**src/ect_pkg.sv**
```systemverilog
// shared types, constants and character classes for the expression tokenizer
package ect_pkg;

  localparam logic [2:0] KindNum    = 3'd0;
  localparam logic [2:0] KindId     = 3'd1;
  localparam logic [2:0] KindStr    = 3'd2;
  localparam logic [2:0] KindSingle = 3'd3;
  localparam logic [2:0] KindEnd    = 3'd4;

  localparam logic [7:0] ChDot   = 8'h2E;
  localparam logic [7:0] ChQuote = 8'h22;

  localparam int FifoDepth = 4;
  localparam int FifoAw    = $clog2(FifoDepth);
  localparam int FifoCw    = $clog2(FifoDepth + 1);

  typedef struct packed {
    logic [2:0] kind;
    logic [7:0] tbyte;
    logic       bvalid;
    logic       tend;
    logic       last;
  } result_t;

  // all results caused by one input item
  typedef struct packed {
    logic    two;
    result_t r1;
    result_t r0;
  } entry_t;

  typedef struct packed {
    logic full;
    logic empty;
  } fifo_status_t;

  function automatic logic is_digit(input logic [7:0] c);
    return (c >= 8'h30) && (c <= 8'h39);
  endfunction

  function automatic logic is_alpha(input logic [7:0] c);
    return ((c >= 8'h41) && (c <= 8'h5A)) || ((c >= 8'h61) && (c <= 8'h7A));
  endfunction

  function automatic logic is_space(input logic [7:0] c);
    return (c == 8'h20) || ((c >= 8'h09) && (c <= 8'h0D));
  endfunction

endpackage

```
**src/expression_char_tokenizer.sv**
```systemverilog
// top level of the streaming expression tokenizer
//
//   channel | direction | handshake            | payload
//   input   | in        | in_valid_i/in_stall_o | char_code_i, end_of_text_i
//   output  | out       | out_valid_o/out_stall_i | token_kind_o, token_byte_o,
//           |           |                      | byte_valid_o, token_end_o, last_result_o
//
// one character per cycle while the queue is not full; an item that yields two results holds the back end for both
// first result goes through the queue and then the output register; items with no result emit nothing
// a four-entry queue between front and back end; in_stall_o rises only when it is full
// output stall backs up into the queue, never into the front end classification directly
// rst_ni clears the token mode to idle, the queue and the output valid flag
module expression_char_tokenizer import ect_pkg::*; (
  input  logic       clk_i,
  input  logic       rst_ni,
  input  logic       in_valid_i,
  output logic       in_stall_o,
  input  logic [7:0] char_code_i,
  input  logic       end_of_text_i,
  output logic       out_valid_o,
  input  logic       out_stall_i,
  output logic [2:0] token_kind_o,
  output logic [7:0] token_byte_o,
  output logic       byte_valid_o,
  output logic       token_end_o,
  output logic       last_result_o
);

  logic         push, pop;
  entry_t       entry, head;
  fifo_status_t status;

  ect_front u_front (
    .clk_i         (clk_i),
    .rst_ni        (rst_ni),
    .in_valid_i    (in_valid_i),
    .in_stall_o    (in_stall_o),
    .char_code_i   (char_code_i),
    .end_of_text_i (end_of_text_i),
    .status_i      (status),
    .push_o        (push),
    .entry_o       (entry)
  );

  ect_fifo u_fifo (
    .clk_i    (clk_i),
    .rst_ni   (rst_ni),
    .push_i   (push),
    .entry_i  (entry),
    .pop_i    (pop),
    .head_o   (head),
    .status_o (status)
  );

  ect_back u_back (
    .clk_i         (clk_i),
    .rst_ni        (rst_ni),
    .head_i        (head),
    .status_i      (status),
    .pop_o         (pop),
    .out_valid_o   (out_valid_o),
    .out_stall_i   (out_stall_i),
    .token_kind_o  (token_kind_o),
    .token_byte_o  (token_byte_o),
    .byte_valid_o  (byte_valid_o),
    .token_end_o   (token_end_o),
    .last_result_o (last_result_o)
  );

endmodule

```
**src/ect_front.sv**
```systemverilog
// front end: classifies each character, tracks the token mode, builds result entries
module ect_front import ect_pkg::*; (
  input  logic         clk_i,
  input  logic         rst_ni,
  input  logic         in_valid_i,
  output logic         in_stall_o,
  input  logic [7:0]   char_code_i,
  input  logic         end_of_text_i,
  input  fifo_status_t status_i,
  output logic         push_o,
  output entry_t       entry_o
);

  typedef enum logic [1:0] {ModeIdle, ModeNum, ModeId, ModeStr} mode_e;

  mode_e   mode_q, mode_d;
  mode_e   st_mode;
  logic    st_has;
  result_t st_res;
  result_t r0, r1;
  logic [1:0] n;
  logic    accept;
  logic [2:0] mode_kind;

  always_comb begin
    case (mode_q)
      ModeNum: mode_kind = KindNum;
      ModeId:  mode_kind = KindId;
      ModeStr: mode_kind = KindStr;
      default: mode_kind = KindEnd;
    endcase
  end

  // what the character does when no token is open
  always_comb begin
    st_res  = '0;
    st_has  = 1'b0;
    st_mode = ModeIdle;
    if (is_space(char_code_i)) begin
      st_has = 1'b0;
    end else if (is_digit(char_code_i)) begin
      st_has  = 1'b1;
      st_mode = ModeNum;
      st_res  = '{kind: KindNum, tbyte: char_code_i, bvalid: 1'b1, tend: 1'b0, last: 1'b0};
    end else if (is_alpha(char_code_i)) begin
      st_has  = 1'b1;
      st_mode = ModeId;
      st_res  = '{kind: KindId, tbyte: char_code_i, bvalid: 1'b1, tend: 1'b0, last: 1'b0};
    end else if (char_code_i == ChQuote) begin
      st_mode = ModeStr;
    end else begin
      st_has = 1'b1;
      st_res = '{kind: KindSingle, tbyte: char_code_i, bvalid: 1'b1, tend: 1'b1, last: 1'b0};
    end
  end

  always_comb begin
    result_t close_res;
    logic    more;
    close_res = '{kind: mode_kind, tbyte: 8'h00, bvalid: 1'b0, tend: 1'b1, last: 1'b0};
    more      = 1'b0;
    r0     = '0;
    r1     = '0;
    n      = 2'd0;
    mode_d = mode_q;
    if (end_of_text_i) begin
      mode_d = ModeIdle;
      if (mode_q != ModeIdle) begin
        r0 = close_res;
        r1 = '{kind: KindEnd, tbyte: 8'h00, bvalid: 1'b0, tend: 1'b1, last: 1'b0};
        n  = 2'd2;
      end else begin
        r0 = '{kind: KindEnd, tbyte: 8'h00, bvalid: 1'b0, tend: 1'b1, last: 1'b0};
        n  = 2'd1;
      end
    end else begin
      case (mode_q)
        ModeIdle: begin
          r0     = st_res;
          n      = {1'b0, st_has};
          mode_d = st_mode;
        end
        ModeStr: begin
          n = 2'd1;
          if (char_code_i == ChQuote) begin
            r0     = close_res;
            mode_d = ModeIdle;
          end else begin
            r0 = '{kind: KindStr, tbyte: char_code_i, bvalid: 1'b1, tend: 1'b0, last: 1'b0};
          end
        end
        default: begin
          if (mode_q == ModeNum) begin
            more = is_digit(char_code_i) || (char_code_i == ChDot);
          end else begin
            more = is_digit(char_code_i) || is_alpha(char_code_i);
          end
          if (more) begin
            r0 = '{kind: mode_kind, tbyte: char_code_i, bvalid: 1'b1, tend: 1'b0, last: 1'b0};
            n  = 2'd1;
          end else begin
            // close the open token, then start over on this character
            r0     = close_res;
            r1     = st_res;
            n      = st_has ? 2'd2 : 2'd1;
            mode_d = st_mode;
          end
        end
      endcase
    end
    r0.last = (n == 2'd1);
    r1.last = 1'b1;
  end

  assign in_stall_o = status_i.full;
  assign accept     = in_valid_i && !status_i.full;
  assign push_o     = accept && (n != 2'd0);
  assign entry_o    = '{two: (n == 2'd2), r1: r1, r0: r0};

  always_ff @(posedge clk_i or negedge rst_ni) begin
    if (!rst_ni) begin
      mode_q <= ModeIdle;
    end else if (accept) begin
      mode_q <= mode_d;
    end
  end

endmodule

```
**src/ect_fifo.sv**
```systemverilog
// short register queue of result entries between front and back end
module ect_fifo import ect_pkg::*; (
  input  logic         clk_i,
  input  logic         rst_ni,
  input  logic         push_i,
  input  entry_t       entry_i,
  input  logic         pop_i,
  output entry_t       head_o,
  output fifo_status_t status_o
);

  entry_t              mem_q [FifoDepth];
  logic [FifoAw-1:0]   wr_ptr_q, rd_ptr_q;
  logic [FifoCw-1:0]   cnt_q;
  logic                do_push, do_pop;

  assign status_o.full  = (cnt_q == FifoCw'(FifoDepth));
  assign status_o.empty = (cnt_q == '0);
  assign do_push        = push_i && !status_o.full;
  assign do_pop         = pop_i && !status_o.empty;
  assign head_o         = mem_q[rd_ptr_q];

  always_ff @(posedge clk_i) begin
    if (do_push) begin
      mem_q[wr_ptr_q] <= entry_i;
    end
  end

  always_ff @(posedge clk_i or negedge rst_ni) begin
    if (!rst_ni) begin
      wr_ptr_q <= '0;
      rd_ptr_q <= '0;
      cnt_q    <= '0;
    end else begin
      if (do_push) begin
        wr_ptr_q <= wr_ptr_q + 1'b1;
      end
      if (do_pop) begin
        rd_ptr_q <= rd_ptr_q + 1'b1;
      end
      case ({do_push, do_pop})
        2'b10:   cnt_q <= cnt_q + 1'b1;
        2'b01:   cnt_q <= cnt_q - 1'b1;
        default: cnt_q <= cnt_q;
      endcase
    end
  end

endmodule

```
**src/ect_back.sv**
```systemverilog
// back end: walks each entry one result per cycle into the output register while the output is not stalled
module ect_back import ect_pkg::*; (
  input  logic         clk_i,
  input  logic         rst_ni,
  input  entry_t       head_i,
  input  fifo_status_t status_i,
  output logic         pop_o,
  output logic         out_valid_o,
  input  logic         out_stall_i,
  output logic [2:0]   token_kind_o,
  output logic [7:0]   token_byte_o,
  output logic         byte_valid_o,
  output logic         token_end_o,
  output logic         last_result_o
);

  logic    out_valid_q;
  result_t out_q;
  logic    sel_q;
  logic    load;
  logic    is_last;
  result_t cur;

  assign load    = !out_valid_q || !out_stall_i;
  assign cur     = sel_q ? head_i.r1 : head_i.r0;
  assign is_last = !head_i.two || sel_q;
  // entry leaves the queue with its final result
  assign pop_o   = load && !status_i.empty && is_last;

  always_ff @(posedge clk_i or negedge rst_ni) begin
    if (!rst_ni) begin
      out_valid_q <= 1'b0;
      sel_q       <= 1'b0;
    end else if (load) begin
      out_valid_q <= !status_i.empty;
      if (!status_i.empty) begin
        sel_q <= !is_last;
      end
    end
  end

  always_ff @(posedge clk_i) begin
    if (load && !status_i.empty) begin
      out_q <= cur;
    end
  end

  assign out_valid_o   = out_valid_q;
  assign token_kind_o  = out_q.kind;
  assign token_byte_o  = out_q.tbyte;
  assign byte_valid_o  = out_q.bvalid;
  assign token_end_o   = out_q.tend;
  assign last_result_o = out_q.last;

endmodule

```
**config.mk**
```make
export PLATFORM = sky130hd
export DESIGN_NAME = expression_char_tokenizer
export DESIGN_NICKNAME = d
export VERILOG_FILES = /design/src/ect_pkg.sv /design/src/expression_char_tokenizer.sv /design/src/ect_front.sv /design/src/ect_fifo.sv /design/src/ect_back.sv
export SDC_FILE = /design/constraint.sdc
export NUM_CORES = 1
export LEC_CHECK = 0
export BUFFER_PORTS_ARGS = -buffer_cell sky130_fd_sc_hd__buf_2
export CORE_MARGIN = 1.5
export CORE_UTILIZATION = 45
export CTS_BUF_LIST = sky130_fd_sc_hd__clkbuf_2 sky130_fd_sc_hd__clkbuf_4 sky130_fd_sc_hd__clkbuf_8
export DETAILED_ROUTE_END_ITERATION = 6
export GPL_TIMING_DRIVEN = 0
export SYNTH_ARGS = -nofsm -noshare
export SYNTH_HDL_FRONTEND = slang
export SYNTH_SLANG_ARGS = --single-unit
```
**constraint.sdc**
```tcl
create_clock -name clk_i -period 6.03 [get_ports clk_i]
set_clock_uncertainty 0.05 [all_clocks]
set_input_delay 0.603 -clock clk_i [delete_from_list [all_inputs] [get_ports clk_i]]
set_output_delay 0.603 -clock clk_i [all_outputs]
set_load 0.01 [all_outputs]
```
Word-level counts from Yosys, hierarchy flattened
Memories as Yosys holds them, arrays and structs flattened. Index checks and enable logic that the tools add are counted.

Register bits: 25. Bits in latches: 0. Memory bits (writable): 112. Bits in read-only memories: 0. Input port bits: 13. Output and inout bits: 16. Word-level logic and storage cells: 106. Memories: 1.

Add/sub/neg operators: 4. Multiply operators: 0. Divide/modulo/power cells: 0. Order comparisons: 8. Equal/unequal tests: 13. Shifts and indexed selects: 0. Multiplexer cells: 38. Bitwise gates (word level): 1. Reductions and logical operators: 30.

Memories: u_fifo.mem_q (words 4, width 28, read ports 1, clocked after memory_dff 0, wr ports 1, line ect_fifo.sv:12) `entry_t mem_q [FifoDepth];`.

Operators with widths (count): two-way mux 14 bit (11); case mux 14 bit (2 select lines) (1); == test 8 x 6 -> 1 bit, second input constant (3); two-way mux 2 bit (11); greater-or-equal comparator 8 x 7 -> 1 bit, second input constant (2); less-or-equal comparator 8 x 7 -> 1 bit, second input constant (2); two-way mux 13 bit (1); two-way mux 11 bit (1); logical AND 1 bit (10); two-way mux 1 bit (9); case mux 3 bit (3 select lines) (1); == test 2 bit, second input constant (4); greater-or-equal comparator 8 x 4 -> 1 bit, second input constant (1); greater-or-equal comparator 8 x 6 -> 1 bit, second input constant (1); less-or-equal comparator 8 x 4 -> 1 bit, second input constant (1); less-or-equal comparator 8 x 6 -> 1 bit, second input constant (1); case mux 2 bit (2 select lines) (2); == test 2 x 1 -> 1 bit, second input constant (3); logical NOT 1 bit (6); logical OR 1 bit (6); case mux 3 bit (2 select lines) (1); nonzero test 2 bit (3); adder 2 x 1 -> 2 bit, second input constant (2); != test 4 bit, second input constant (1); other kinds (10) (10).

Logic depth before layout (Yosys ltp)
Gate-level depths: netlist (run 1).

Word-level depth: 15. Mapped depth: 12. Depth with buffers taken out: 12.

Hierarchy
Synthesis (run 1) repeated with hierarchy kept, for this count alone.

Cells, all modules: 321. Area total of the unflattened synthesis: 6034.5 µm².

Modules (own cells, without submodules): ect_fifo (instances 1, cells each 189, area each 4596.9 µm², seq. area each 3658.5 µm²); ect_back (instances 1, cells each 38, area each 729.4 µm², seq. area each 470.5 µm²); ect_front (instances 1, cells each 94, area each 708.2 µm², seq. area each 50.0 µm²).

Worst setup path after synthesis (run 1)
Ideal clock, no wire load.

Path type: input port to flip-flop. Start: input port char_code_i[4]. End: register u_fifo.cnt_q[2]. Setup time: 0.079 ns. Arrival time: 2.892 ns. Data required time: 5.901 ns. Path slack: 3.009 ns. Stages on the path: 12. Buffers on the path: 1. Path through: buf_6 > nor4_4 > nand2_1 > a311o_1 > and2_1 > inv_1 > ha_1 > inv_1 > fa_1 > xor2_1 > nor2_1 > xor2_1.

Longest elaborated chain between the ends: 15. Elaborated cells between the ends (all ways): 37. Classes of those cells: order compare: 8; eq/ne: 5; mux: 12; reduce/logical: 12.

Ends and longest elaborated chain: start, declared (line expression_char_tokenizer.sv:18) `input logic [7:0] char_code_i,`; greater-or-equal comparator 8 x 7 -> 1 bit or less-or-equal comparator 8 x 7 -> 1 bit (tied branches) (line ect_pkg.sv:42) `return ((c >= 8'h41) && (c <= 8'h5A)) || ((c >= 8'h61) && (c <= 8'h7A));`; logical AND 1 bit (line ect_pkg.sv:42); logical OR 1 bit (line ect_pkg.sv:42); two-way mux 1 bit or logical OR 1 bit (tied branches) (line ect_front.sv:45, ect_front.sv:96); two-way mux 1 bit (on tied branches) (line ect_front.sv:41, ect_front.sv:93); two-way mux 1 bit (on tied branches) (line ect_front.sv:39, ect_front.sv:77); two-way mux 2 bit or two-way mux 1 bit (tied branches) (line ect_front.sv:105, ect_front.sv:66); two-way mux 2 bit (line ect_front.sv:98) `if (more) begin`; case mux 2 bit (2 select lines) * (line ect_front.sv:77) `case (mode_q)`; two-way mux 2 bit * (line ect_front.sv:66) `if (end_of_text_i) begin`; nonzero test 2 bit * (line ect_front.sv:117) `assign push_o = accept && (n != 2'd0);`; logical AND 1 bit * (line ect_front.sv:117); logical AND 1 bit * (line ect_fifo.sv:19) `assign do_push = push_i && !status_o.full;`; == test 2 x 1 -> 1 bit or == test 2 bit (tied branches) (line ect_fifo.sv:41) `case ({do_push, do_pop})`; case mux 3 bit (2 select lines) or nonzero test 2 bit (tied branches); end signal, assigned (line ect_fifo.sv:42) `2'b10: cnt_q <= cnt_q + 1'b1;`; end signal, assigned (line ect_fifo.sv:43) `2'b01: cnt_q <= cnt_q - 1'b1;`; end signal, assigned (line ect_fifo.sv:44) `default: cnt_q <= cnt_q;`; end, declared (line ect_fifo.sv:14) `logic [FifoCw-1:0] cnt_q;`.

Mark *: on every way between the ends. The rest lies on a longest branch, timed or not. The select of a mux whose other input is x is not followed. A chain may end at the register's enable or synchronous reset.

Final worst setup path (run 1)
Start: register u_front.mode_q[0]. End: register u_fifo.cnt_q[2].

Longest elaborated chain between the ends: 12. Elaborated cells between the ends (all ways): 18. Classes of those cells: eq/ne: 4; mux: 8; reduce/logical: 6.

Ends and longest elaborated chain: start, declared (line ect_front.sv:16) `mode_e mode_q, mode_d;`; start signal, assigned (line ect_front.sv:122) `mode_q <= ModeIdle;`; start signal, assigned (line ect_front.sv:124) `mode_q <= mode_d;`; == test 2 x 1 -> 1 bit (line ect_front.sv:93) `if (mode_q == ModeNum) begin`; two-way mux 1 bit (line ect_front.sv:93); two-way mux 1 bit (line ect_front.sv:77); two-way mux 1 bit (line ect_front.sv:66); two-way mux 2 bit (line ect_front.sv:98); case mux 2 bit (2 select lines) (line ect_front.sv:77); two-way mux 2 bit * (line ect_front.sv:66); nonzero test 2 bit * (line ect_front.sv:117); logical AND 1 bit * (line ect_front.sv:117); logical AND 1 bit * (line ect_fifo.sv:19); == test 2 x 1 -> 1 bit or == test 2 bit (tied branches) (line ect_fifo.sv:41); case mux 3 bit (2 select lines) or nonzero test 2 bit (tied branches).

Marks and branches as above.

==> metrics, run 1 <==
status=completed; 1st-iter DRT viols=206; Yosys warnings=0; final setup vio count=0; Rel. slew slack=38.24%; reg2reg path depth=12; fill count=1084; RSZ-0062 raised after global routing=no; ANT cells=0; sw power=0.0009048 W; Yosys cell types=47; adder-cell share of the synthesized area=2.268%; die area=0.01369 mm²; simple-gate share of the synthesized area=9.266%; Final Hold Viols=0; total global routing overflow=0; Leak=2.399 nW; setup_tns=0 ns; Post-CTS Setup Bufs=0; crit-path max FO=8; Area contributors post-synth=edfxtp_1, mux4_2, dfrtp_1; RR Startpoint=u_front.mode_q[0]; Seq pwr share=47.4%; Final Cycle Share=53.05%; CTS Buffer Depth=2; most common cell after layout, fill and taps aside=edfxtp_1; Register Area=0.004059 mm²; WP data required=6.35 ns; post-synth top area cell=edfxtp_1; met2 usage=28.77%; post-detailed-route count of antenna-violating nets=0; io pins=29; HPWL Detailed=6.912 mm; mux contribution to synthesized area=10.96%; Seq/Total Area, Yosys=69.42%; flop-to-flop setup slack=2.83 ns; vias=3060; XOR/XNOR share of the synthesized area=0.8988%; Clock Sinks=137; Hold Path Depth=3; Num CTS Buffers=17; vias in the first global route=3205; Mean Syn Cell Area=16.71 µm²; gr busiest metal=met2; Die Wd=117.0 µm; Final Util=51.68%; core area=0.01267 mm²; syn_nets=373; footprint of the multi-input gates=0.001654 mm²; main combinational cell family by area after synthesis=multiplexers; row count=41; Syn Inst Count=350; Max Slew Vio Count=0; CP endpoint kind=flop; Buffers on Ports=25; Area growth, synth to finish=12.01%; P_int=0.002058 W; async set-reset flop share out of synthesis=8.029%; FMAX=312.6 MHz; Hold Path Sink=u_back.out_valid_o; pwr dens=452.4 mW/mm²; clock power share=22.2%; worst setup path class=flop to flop; worst slew pin tran=0.9264 ns; VDD IR max=0.0002068 V; H-tree depth=4; DR WL/cell=19.12 µm; switching part of the total power=30.54%; total wire length=11.09 mm; Synth top area share=64.71%; clk_lat worst skew=0.45 ns; initial antenna violation count=0; WHS=0.3067 ns; Post-CTS Resized=0; met1 Use GR=24.33%; GP Congestion=0.7828; combinational power share=30.4%; first drt pass iteration count=4; DP Cell Count=547; fraction of layout cells with a size suffix above 1=25.98%; most frequent cells in the layout=edfxtp_1, nand2_1, buf_2, mux4_2, clkbuf_8; Top FF cell, synth=edfxtp_1; Die H=117.0 µm; post-synthesis compound-gate area fraction=4.815%; Tot GR Track Use=18.31%; Root Buffer=clkbuf_8; synthesized flop and latch total=137; EDFF count, synth=126; Startpoint Class=flop; CTS tree=done; M3 GR Usage=4.789%; Worst EP arrival=3.52 ns; net count reported at finish=418; worst hold path type=primary input to flop; min-delay src=out_stall_i; DR vias/cell=5.276; maxcap violations=0; clock-pin slew on the worst setup and hold paths=0.07 ns; initial core utilization=46.14%; Finished Layout Cells=580; drc violations=0; global-route wire length before repair=17.40 mm; Syn Std Cell Area=0.005847 mm²; largest net degree at the start of global routing=29; Final min period=3.199 ns; worst r2r dst=u_fifo.cnt_q[2]
==> power groups by stage <==
stage,Clock [W],Combinational [W],Sequential [W]
floorplan,0,0.000623,0.00144
global placement,0,0.000909,0.00142
detailed placement,0,0.000924,0.00143
CTS,0.000669,0.000926,0.00141
global route,0.000714,0.00100,0.00143
finish,0.000659,0.000900,0.00140
==> worst max-delay path by stage <==
| stage | from | to | slack, ns | cells past startpoint |
|---|---|---|---|---|
| 3_3_place_gp | char_code_i[1] | u_fifo.mem_q[0][22] | 2.43 | 6 |
| 6_report | u_front.mode_q[0] | u_fifo.cnt_q[2] | 2.83 | 12 |
| 2_1_floorplan | char_code_i[4] | u_fifo.cnt_q[2] | 3.01 | 12 |
| 3_5_place_dp | char_code_i[6] | u_fifo.cnt_q[2] | 2.65 | 12 |
| 4_1_cts | u_front.mode_q[0] | u_fifo.cnt_q[2] | 2.81 | 12 |
| 5_1_grt | u_front.mode_q[0] | u_fifo.cnt_q[2] | 2.67 | 12 |
==> final cells by class <==
cell class                 count  area share, %
sequential                   137          61.98
multi-input combinational    181          25.26
clock buffer                  27          4.910
tap                          172          3.286
timing repair buffer          26          2.063
buffer                        15          1.146
inverter                      17         0.9744
clock inverter                 5         0.3821
==> layer usage <==
metal / wire (µm) / vias up
li1: - / 1422
met1: 5014 / 1544
met2: 5292 / 78
met3: 586 / 16
met4: 199 / 0
met5: 0 / -
==> Yosys cell counts, types with 2 or more instances <==
master	number
a21o_1	2
a21oi_1	4
a221oi_2	3
and2_1	13
and3_1	10
buf_1	3
buf_2	3
buf_6	2
clkbuf_1	7
dfrtp_1	11
edfxtp_1	126
ha_1	9
inv_1	17
mux4_2	28
nand2_1	51
nand2b_1	5
nand3_1	4
nor2_1	8
nor3_1	2
nor3b_1	2
o211ai_1	2
o21ai_0	4
o21ai_1	2
o2bb2ai_1	2
o31a_1	2
or2_2	3
xnor2_1	3
xor2_1	3
==> flip-flops by register name, indices dropped and copies added (netlist names) <==
signal and count:
u_fifo.mem_q 112, u_back.token_byte_o 8, u_back.token_kind_o 3, u_fifo.cnt_q 3
u_fifo.rd_ptr_q 2, u_fifo.wr_ptr_q 2, u_front.mode_q 2, u_back.byte_valid_o 1
u_back.last_result_o 1, u_back.out_valid_o 1, u_back.sel_q 1, u_back.token_end_o 1
==> worst max-delay path, cell delays in order (launching register included) <==
cell	delay, ns
dfrtp_1	0.38
inv_1	0.09
ha_1	0.42
or2_2	0.37
a311o_1	0.41
and2_1	0.23
inv_1	0.07
ha_1	0.18
inv_1	0.07
fa_1	0.44
xor2_1	0.15
nor2_1	0.11
xor2_1	0.15
==> kinds of logic (layout without fill, tap and decap cells) <==
logic type	count (synthesis)	after routing
compound gates	30	30
xor+xnor	6	6
fa+ha+maj	10	10
buf+inv	32	90
flops	137	137
mux	29	29
simple gates	106	106
==> through the flow <==
step	power (W)	setup slack (ns)	area [µm²]
floorplan	0.002063	3.009	5847
CTS	0.003001	2.808	6549
global placement	0.002327	2.432	6187
detailed placement	0.002351	2.653	6192
finish	0.002963	2.831	6549
global route	0.003141	2.669	6549
==> timing repair <==
action	in CTS	in global routing
hold buffers	1	0
setup endpoints to repair	0	0
endpoints found under the hold margin	11	0
Power figures use the tool's default switching activity.
==> inputs of run 2 (changes only) <==
--- a/config.mk
+++ b/config.mk
@@ -5,6 +5,7 @@
 export SDC_FILE = /design/constraint.sdc
 export NUM_CORES = 1
 export LEC_CHECK = 0
+export ABC_AREA = 1
 export BUFFER_PORTS_ARGS = -buffer_cell sky130_fd_sc_hd__buf_2
 export CORE_MARGIN = 1.5
 export CORE_UTILIZATION = 45
==> constraint.sdc (replaced) <==
create_clock -name clk_i -period 2.9 [get_ports clk_i]
set_clock_uncertainty 0.05 [all_clocks]
set_input_delay 0.29 -clock clk_i [delete_from_list [all_inputs] [get_ports clk_i]]
set_output_delay 0.29 -clock clk_i [all_outputs]
set_load 0.01 [all_outputs]
==> run 2 against run 1 <==
Net effect: sequential share of layout area fell by 3.0 points; largest power group unchanged; global-route usage increased by 2.6 points; largest cell class unchanged; flip-flop and latch count stayed put; final cell count rose by 30%; critical endpoint unchanged.
==> metrics, run 2 <==
clock power share=24.1% (was 22.2%); CTS tree=done (unchanged); CP endpoint kind=flop (unchanged); Syn Std Cell Area=0.005979 mm² (was 0.005847 mm²); Area growth, synth to finish=15.09% (was 12.01%); total power=0.007034 W (was 0.002963 W); first drt pass iteration count=5 (was 4); worst hold path type=primary input to flop (unchanged); pwr dens=1022 mW/mm² (was 452.4 mW/mm²); fraction of layout cells with a size suffix above 1=18.93% (was 25.98%); Die H=118.3 µm (was 117.0 µm); worst r2r dst=u_fifo.cnt_q[2] (unchanged); maxcap violations=0 (unchanged); Register Area=0.004059 mm² (unchanged); Top FF cell, synth=edfxtp_1 (unchanged); total global routing overflow=0 (unchanged); Top reg by flops=u_fifo.mem_q (unchanged); vias in the first global route=3928 (was 3205); net count reported at finish=591 (was 418); count leader, synth=edfxtp_1 (unchanged); DR WL/cell=18.25 µm (was 19.12 µm); Num CTS Buffers=17 (unchanged); gr busiest metal=met2 (unchanged); Max Slew Vio Count=0 (unchanged); flop-to-flop setup slack=0.18 ns (was 2.83 ns); Mean Syn Cell Area=11.59 µm² (was 16.71 µm²); Syn Inst Count=516 (was 350); Yosys cell types=33 (was 47); RSZ-0062 raised after global routing=no (unchanged); Final Hold Viols=0 (unchanged); final setup vio count=0 (unchanged); EDFF count, synth=126 (unchanged); async set-reset flop share out of synthesis=8.029% (unchanged); Buffers on Ports=28 (was 25); Root Buffer=clkbuf_8 (unchanged); WHS=0.1129 ns (was 0.3067 ns); Area contributors post-synth=edfxtp_1, nor2_1, o21ai_0 (was edfxtp_1, mux4_2, dfrtp_1); post-synth top area cell=edfxtp_1 (unchanged); most frequent cells in the layout=edfxtp_1, nor2_1, o21ai_0 (was edfxtp_1, nand2_1, buf_2, mux4_2, clkbuf_8); Die Wd=118.3 µm (was 117.0 µm); io pins=29 (unchanged); global-route wire length before repair=21.52 mm (was 17.40 mm); Yosys warnings=0 (unchanged); Hold Path Depth=4 (was 3); M3 GR Usage=4.199% (was 4.789%); RR Startpoint=u_front.mode_q[0] (unchanged); CTS Buffer Depth=2 (unchanged); largest net degree at the start of global routing=29 (unchanged); footprint of the multi-input gates=0.001698 mm² (was 0.001654 mm²); post-detailed-route count of antenna-violating nets=0 (unchanged); Startpoint Class=flop (unchanged); max reg flops=112 (unchanged); core area=0.01277 mm² (was 0.01267 mm²); FMAX=367.5 MHz (was 312.6 MHz); worst setup path class=flop to flop (unchanged); H-tree depth=4 (unchanged); switching part of the total power=36.10% (was 30.54%); most frequent cells after synthesis=edfxtp_1, nor2_1, o21ai_0, nand2_1, inv_1 (was edfxtp_1, nand2_1, mux4_2, inv_1, and2_1); combinational power share=34.4% (was 30.4%); clk_lat worst skew=0.46 ns (was 0.45 ns); syn_nets=539 (was 373); Leak=2.555 nW (was 2.399 nW); met1 Use GR=27.11% (was 24.33%); Seq/Total Area, Yosys=67.88% (was 69.42%); clock-pin slew on the worst setup and hold paths=0.07 ns (about the same); initial core utilization=46.81% (was 46.14%); row count=41 (unchanged); Clock Sinks=137 (unchanged); crit-path max FO=7 (was 8); WP data required=3.19 ns (was 6.35 ns); fill count=1105 (was 1084); most common cell after layout, fill and taps aside=edfxtp_1 (unchanged); die area=0.01399 mm² (was 0.01369 mm²); min-delay src=end_of_text_i (was out_stall_i); 1st-iter DRT viols=397 (was 206); ANT cells=0 (unchanged); Tot GR Track Use=20.87% (was 18.31%); P_int=0.004495 W (was 0.002058 W); Worst EP arrival=3.01 ns (was 3.52 ns); Rel. slew slack=35.42% (was 38.24%); GP Congestion=0.8154 (was 0.7828); synthesized flop and latch total=137 (unchanged); initial antenna violation count=0 (unchanged); drc violations=0 (unchanged); sw power=0.002539 W (was 0.0009048 W); Final Cycle Share=93.84% (was 53.05%); Final min period=2.721 ns (was 3.199 ns); setup_tns=0 ns (unchanged); worst slew pin tran=0.9664 ns (was 0.9264 ns); status=completed (unchanged); vias=4035 (was 3060); reg2reg path depth=11 (was 12); met2 usage=35.03% (was 28.77%); HPWL Detailed=9.306 mm (was 6.912 mm); Hold Path Sink=u_front.mode_q[0] (was u_back.out_valid_o); total wire length=13.74 mm (was 11.09 mm); Synth top area share=63.28% (was 64.71%); Seq pwr share=41.5% (was 47.4%); VDD IR max=0.0004327 V (was 0.0002068 V); DR vias/cell=5.359 (was 5.276)
[run 2: layout make-up]
type	instances	share of cell area, %
buffer	21	1.327
clock buffer	19	3.800
clock inverter	13	2.545
inverter	43	2.345
multi-input combinational	315	24.67
sequential	137	58.98
tap	172	3.127
timing repair buffer	33	3.200
[run 2: kinds of logic (layout without fill, tap and decap cells)]
group | Yosys count | in the layout | synth area share [%]
and+or+nand+nor | 208 | 208 | 16.64
DFF | 137 | 137 | 67.88
AOI/OAI and AO/OA | 93 | 93 | 8.454
buffers and inverters | 64 | 129 | 4.227
adders and majority gates | 10 | 10 | 2.218
xor gates and xnor gates | 4 | 4 | 0.5860
[run 2: stage by stage]
step           cell area [µm²]  cells  setup slack, ns  util (%)
2_1_floorplan             5979    516           0.1266         -
3_3_place_gp              6335    716           -1.033     49.59
3_5_place_dp              6425    719           0.1444     50.30
4_1_cts                   6882    753           0.1445     53.87
5_1_grt                   6882    753          0.03090     53.87
6_report                  6882    753           0.1786     53.87
[run 2: power by group through the flow]
stage	logic, W	clock network (W)	registers (W)
final	0.00242	0.00169	0.00292
after global routing	0.00268	0.00179	0.00296
after CTS	0.00245	0.00171	0.00292
after detailed placement	0.00244	0	0.00297
after global placement	0.00230	0	0.00297
after floorplan	0.00144	0	0.00301
[run 2: layer usage]
metal / vias up / share of wire [%]
met5: - / 0
li1: 1907 / -
met2: 156 / 49
met3: 22 / 6.7
met1: 1950 / 42
met4: 0 / 1.8
[run 2: worst max-delay path by stage]
stage	start	end	slack, ns
final	u_front.mode_q[0]	u_fifo.cnt_q[2]	0.18
after CTS	out_stall_i	u_fifo.cnt_q[2]	0.14
after floorplan	u_front.mode_q[0]	u_fifo.mem_q[0][0]	0.13
after detailed placement	char_code_i[4]	u_fifo.cnt_q[2]	0.14
after global placement	u_front.mode_q[0]	u_fifo.mem_q[1][19]	-1.03
after global routing	u_front.mode_q[0]	u_fifo.cnt_q[2]	0.03
[run 2: worst max-delay path: stages, from the launching register on]
cell,delay (ns)
dfrtp_1,0.40
inv_1,0.08
ha_1,0.40
nor2_1,0.24
nand3_2,0.16
nand2_4,0.18
ha_1,0.17
inv_1,0.07
fa_1,0.44
a21oi_1,0.15
o21ai_0,0.11
xor2_1,0.15
[run 2: what timing repair did]
| item | in CTS | in global routing |
|---|---|---|
| hold buffers | 2 | 0 |
| setup endpoints to repair | 0 | 1 |
| hold endpoints to repair | 12 | 0 |
| gates resized for setup | 0 | 1 |
| setup buffers | 0 | 0 |
